**config.mk**
```make
export PLATFORM = sky130hd
export DESIGN_NAME = reht_regs
export DESIGN_NICKNAME = d
export VERILOG_FILES = /design/src/hdl/reht_pkg.sv /design/src/hdl/reht_regs.sv
export SDC_FILE = /design/constraint.sdc
export NUM_CORES = 1
export LEC_CHECK = 0
export BUFFER_PORTS_ARGS = -buffer_cell sky130_fd_sc_hd__buf_2
export CORE_MARGIN = 2
export CORE_UTILIZATION = 51
export DETAILED_ROUTE_END_ITERATION = 16
export PLACE_DENSITY_LB_ADDON = 0.25
export SLEW_MARGIN = 15
export SYNTH_ARGS = -nofsm -noshare
export SYNTH_HDL_FRONTEND = slang
export SYNTH_SLANG_ARGS = --single-unit
```
**constraint.sdc**
```tcl
create_clock -name clk -period 1.2 [get_ports clk]
set_clock_uncertainty 0.1 [all_clocks]
set_input_delay 0.12 -clock clk [delete_from_list [all_inputs] [get_ports clk]]
set_output_delay 0.12 -clock clk [all_outputs]
set_load 0.01 [all_outputs]
```
**src/hdl/reht_pkg.sv**
```systemverilog
package reht_pkg;

	// Register indexes on the configuration port.
	typedef enum logic [2:0] {
		REG_CENTER_X      = 3'd0,
		REG_CENTER_Y      = 3'd1,
		REG_RADIUS_X      = 3'd2,
		REG_RADIUS_Y      = 3'd3,
		REG_ROT_COS       = 3'd4,
		REG_ROT_SIN       = 3'd5,
		REG_HANDLE_RADIUS = 3'd6,
		REG_SURFACE_ID    = 3'd7
	} reg_index_t;

	typedef enum logic [1:0] {
		KIND_NONE   = 2'd0,
		KIND_HANDLE = 2'd1,
		KIND_BODY   = 2'd2
	} kind_t;

	typedef enum logic [1:0] {
		HANDLE_CENTER   = 2'd0,
		HANDLE_RADIUS_X = 2'd1,
		HANDLE_RADIUS_Y = 2'd2
	} handle_t;

	localparam int NUM_HANDLES = 3;

	// Number of register stages from a taken point to its result beat.
	localparam int PIPE_STAGES = 7;

	// Unit cosine in Q1.14, the reset value of the cosine register.
	localparam logic signed [15:0] COS_ONE = 16'sd16384;

	typedef struct packed {
		logic signed [15:0] center_x;
		logic signed [15:0] center_y;
		logic        [14:0] radius_x;
		logic        [14:0] radius_y;
		logic signed [15:0] rot_cos;
		logic signed [15:0] rot_sin;
		logic        [14:0] handle_radius;
		logic        [15:0] surface_id;
	} cfg_t;

	// Magnitude of a handle offset; the offset never reaches -2^31.
	function automatic logic [30:0] mag32(input logic signed [31:0] v);
		logic signed [31:0] n;
		n = -v;
		return v[31] ? n[30:0] : v[30:0];
	endfunction

	// Magnitude of a rotated local coordinate; it never reaches -2^33.
	function automatic logic [32:0] mag34(input logic signed [33:0] v);
		logic signed [33:0] n;
		n = -v;
		return v[33] ? n[32:0] : v[32:0];
	endfunction

endpackage

```
**src/hdl/reht_regs.sv**
```systemverilog
module reht_regs import reht_pkg::*; (
	input  logic        clk,
	input  logic        arst_n,
	input  logic        cfg_we,
	input  logic [2:0]  cfg_index,
	input  logic [15:0] cfg_wdata,
	output cfg_t        cfg
);

	cfg_t cfg_q;

	always_ff @(posedge clk or negedge arst_n) begin
		if (!arst_n) begin
			cfg_q.center_x      <= '0;
			cfg_q.center_y      <= '0;
			cfg_q.radius_x      <= '0;
			cfg_q.radius_y      <= '0;
			cfg_q.rot_cos       <= COS_ONE;
			cfg_q.rot_sin       <= '0;
			cfg_q.handle_radius <= '0;
			cfg_q.surface_id    <= '0;
		end else if (cfg_we) begin
			unique case (reg_index_t'(cfg_index))
				REG_CENTER_X:      cfg_q.center_x      <= $signed(cfg_wdata);
				REG_CENTER_Y:      cfg_q.center_y      <= $signed(cfg_wdata);
				REG_RADIUS_X:      cfg_q.radius_x      <= cfg_wdata[14:0];
				REG_RADIUS_Y:      cfg_q.radius_y      <= cfg_wdata[14:0];
				REG_ROT_COS:       cfg_q.rot_cos       <= $signed(cfg_wdata);
				REG_ROT_SIN:       cfg_q.rot_sin       <= $signed(cfg_wdata);
				REG_HANDLE_RADIUS: cfg_q.handle_radius <= cfg_wdata[14:0];
				REG_SURFACE_ID:    cfg_q.surface_id    <= cfg_wdata;
				default:           cfg_q               <= cfg_q;
			endcase
		end
	end

	assign cfg = cfg_q;

endmodule

```
Yosys cells after proc, flatten, opt, wreduce, memory -nomap -nowiden
Cells that the tools add are included.
{"block": "classes", "n_addsub": 0, "multipliers": 0, "n_div": 0, "n_lt_le_gt_ge": 0, "eq_ne": 7, "n_shift": 0, "mux": 0, "bitwise": 0, "n_reduce_logical": 9}
{"op": "$reduce_and 2->1", "n": 8}
{"op": "$eq 3x3->1 const B", "n": 4}
{"op": "$eq 3x2->1 const B", "n": 2}
{"op": "$eq 3x1->1 const B", "n": 1}
{"op": "$logic_not 3->1", "n": 1}
{"block": "word_totals", "regBits": 125, "latchBits": 0, "mem_bits_rw": 0, "mem_bits_ro": 0, "in_bits": 22, "out_inout_bits": 125, "elab_cells": 24, "n_memories": 0}

Longest topological paths before layout
{"block": "logic_depth", "ltp_word": 2, "mapped_depth": 5, "mapped_depth_nobuf": 2}

Worst setup path after synthesis
OpenSTA, ideal clock, no wires.
{"block": "synth_path", "kind": "input port to flip-flop", "from": "in cfg_index[0]", "to": "reg cfg_q, in the netlist cfg[115]", "setup_ns": 0.125, "arrival_ns": 1.211, "t_required_ns": 0.975, "slack_ns": -0.236, "cell_stages": 4, "n_path_buf": 2, "cell_sequence": "buf_6 > nor4b_4 > buf_8 > mux2_4"}
{"block": "synth_via", "elab_chain_cells": 2}
{"element": "from (decl)", "line_no": "reht_regs.sv:5", "source": "input logic [2:0] cfg_index,"}
{"element": "$logic_not 3->1", "line_no": "reht_regs.sv:23", "source": "unique case (reg_index_t'(cfg_index))"}
{"element": "$reduce_and 2->1 (no source line)"}
{"element": "to (signal assigned)", "line_no": "reht_regs.sv:32", "source": "default: cfg_q <= cfg_q;"}
{"element": "to (decl)", "line_no": "reht_regs.sv:10", "source": "cfg_t cfg_q;"}
Every way passes these cells.
A chain may end at the register's enable or synchronous reset.

Worst setup path after layout
{"block": "layout_path", "from": "reg cfg_q, in the netlist cfg[61]", "to": "out cfg[61] in the netlist's numbering"}
{"element": "to (decl)", "line_no": "reht_regs.sv:7", "source": "output cfg_t cfg"}
No word-level cell between the ends.

==> out/metrics.csv <==
stage,metric,value,unit
hold_path,hold_path_class,input port to asynchronous set/reset pin,
place,place_congestion,0.761,
grt,grt_max_degree,88,
drt,ant_nets,0,
cells_and_area,fillers,497,
drt,drtIter0Drc,67,
critical_path,crit_end,cfg[61],
cts,cts_buffers,17,
flow_run,cap_violations,0,
logic_synthesis,synth_area_leader_cell,dfrtp_1,
cells_and_area,largest_reg_flops,125,
grt,grt_busiest_layer,met2,
die,coreArea,9200,µm²
grt,met2_usage,40.2,%
die,die-area,10200,µm²
critical_path,rr_endpoint,cfg[37],
drt,wl_per_cell,19.9,µm
cells_and_area,layout.nets,556,
logic_synthesis,ys_seq_area_share,65.1,%
logic_synthesis,synth_area_leaders,"dfrtp_1, mux2_2, mux2_4",
timing,setup_ws,-169,ps
timing,setup-tns-final,-6670,ps
critical_path,cp.arrival,1150,ps
cts,clkLatencyLatePin,510,ps
timing,slew_viol_final,0,
logic_synthesis,synth_top_area_share,64.6,%
cells_and_area,fin_cells,658,
critical_path,path_depth,1,
logic_synthesis,synthCells,273,
die,die_h,101,µm
logic_synthesis,synthesis.nets,295,
drt,wl,13100,µm
critical_path,r2r_cells,3,
critical_path,worst_ep_required_time,980,ps
critical_path,cp_slowest_stage_delay,540,ps
cells_and_area,syn_to_final_growth,57.2,%
timing,finalCritPeriodShare,114,%
pwr,ir_drop,1290,µV
pwr,p_leak,3.79,nW
die,rows,35,
cts,cts_max_level,4,
grt,use_met1,32.8,%
critical_path,crit_slowest_cell,dfstp_2,
grt,grt.met3_usage,8.25,%
pwr,p_per_area,1960,nW/µm²
die,initial_core_util,52.2,%
status,status,"complete, but fails checks",
timing,fin_crit,1370,ps
timing,finalSetupViolCount,125,
drt,vias_per_cell,5.16,
cts,cts_tree,built,
critical_path,r2r-start,cfg[37],
place,dp_cells,535,
critical_path,cp-end-kind,output pin,
critical_path,crit_chain,buf_6,
place,io_buffers,146,
critical_path,startpoint,cfg[61],
critical_path,crit_fanout,2,
critical_path,crit_type,register to output pin,
timing,worst_pin_slew,466,ps
die,die_w,101,µm
timing,rsz0062_at_grt,yes,
status,violations,setup timing,
cts,clock_sinks,125,
critical_path,critical_path_buf_inv_count,1,
cells_and_area,mostFrequentLayoutCells,"dfrtp_1, buf_2, buf_4",
critical_path,critPathLaunchType,register,
logic_synthesis,syn_avg_cell_area,17.6,µm²
cts,clock_path_buffers,2,
cells_and_area,seq_area,3130,µm²
grt,antenna_found_initial,0,
logic_synthesis,ys_warn_count,0,
grt,overflow,0,
grt,grt_pass1_wl,19100,µm
cts,root_buffer,clkbuf_8,
cells_and_area,antenna_cells,0,
critical_path,r2r_setup_slack,70,ps
timing,hold_violations,0,
logic_synthesis,synth_area,4800,µm²
drt,drc,0,
cells_and_area,final_common_cell,dfrtp_1,
drt,vias,3397,
cts,clk_pin_slew,60,ps
logic_synthesis,ys_types,12,
logic_synthesis,synth_seq_cells,125,
grt,grt_pass1_vias,3441,
drt,first_pass_iters,4,
timing,maxSlewHeadroom,68.9,%
timing,max_freq,730,MHz
place,hpwlAfterDp,7530,µm
die,io_pins,147,
critical_path,crit_family,flip-flops,
cells_and_area,multi_input_area,1770,µm²
grt,grt_use_total,25.3,%
cells_and_area,layout-drive-gt1-share,74.0,%
-- report_power, final --
part	internal, mW	leakage, nW	switching, mW
logic	2.59	2.02	1.58
registers	5.16	1.50	0.582
clock network	2.95	0.275	1.93
total	10.7	3.79	4.09
-- cells by family (layout without fill, tap and decap cells) --
family,Yosys count,after routing,share of synthesized area [%]
buf+inv,15,289,2.47
flops,125,125,65.1
mux,125,125,30.1
simple gates,8,8,2.32
-- per-stage QoR --
stage	hold slack, ps	cell area, µm²	worst slack (ps)	power (mW)	util [%]
finish	25.6	7550	-169	14.8	82.1
global route	51.9	7550	-207	15.4	82.1
CTS	22.1	7220	-193	14.3	78.5
detailed placement	15.6	6050	-285	8.71	65.8
global placement	11.9	6050	-250	8.61	65.8
floorplan	-276	5040	-233	7.28	-
-- layout make-up --
type,count,area share (%)
well taps,111,1.84
flip-flops and latches,125,41.4
clock buffers,18,5.53
clock inverters,14,1.91
multi-input cells,133,23.5
repair buffers,257,25.8
-- cells in the mapped netlist --
library cell and number:
nand4_2 1, nor4b_4 1, nand4b_2 3, buf_6 5, nor4bb_1 3, dfrtp_1 124
mux2_4 10, buf_8 1, buf_2 8, mux2_2 115, dfstp_2 1, buf_4 1
-- metal layers --
layer,up-vias,routed length (µm)
met2,124,6580
li1,1502,-
met3,18,826
met1,1753,5500
met4,0,161
met5,-,0
-- timing repair --
item / in CTS / in global routing
setup buffers: 46 / 28
resized for setup: 15 / 20
pin swaps: 0 / 0
endpoints found under the hold margin: 250 / 0
endpoints found under the setup margin: 125 / 125
hold buffers: 17 / 0
-- how the worst min path moves through the flow --
stage / start / end / slack, ps / cells after the start
after CTS: arst_n / cfg[41] / 20 / 3
after floorplan: arst_n / cfg[0] / -280 / 0
after detailed placement: arst_n / cfg[41] / 20 / 2
after global placement: arst_n / cfg[41] / 10 / 2
final: arst_n / cfg[10] / 30 / 3
after global routing: arst_n / cfg[41] / 50 / 3
No activity file was read; power rests on OpenSTA's default activity.
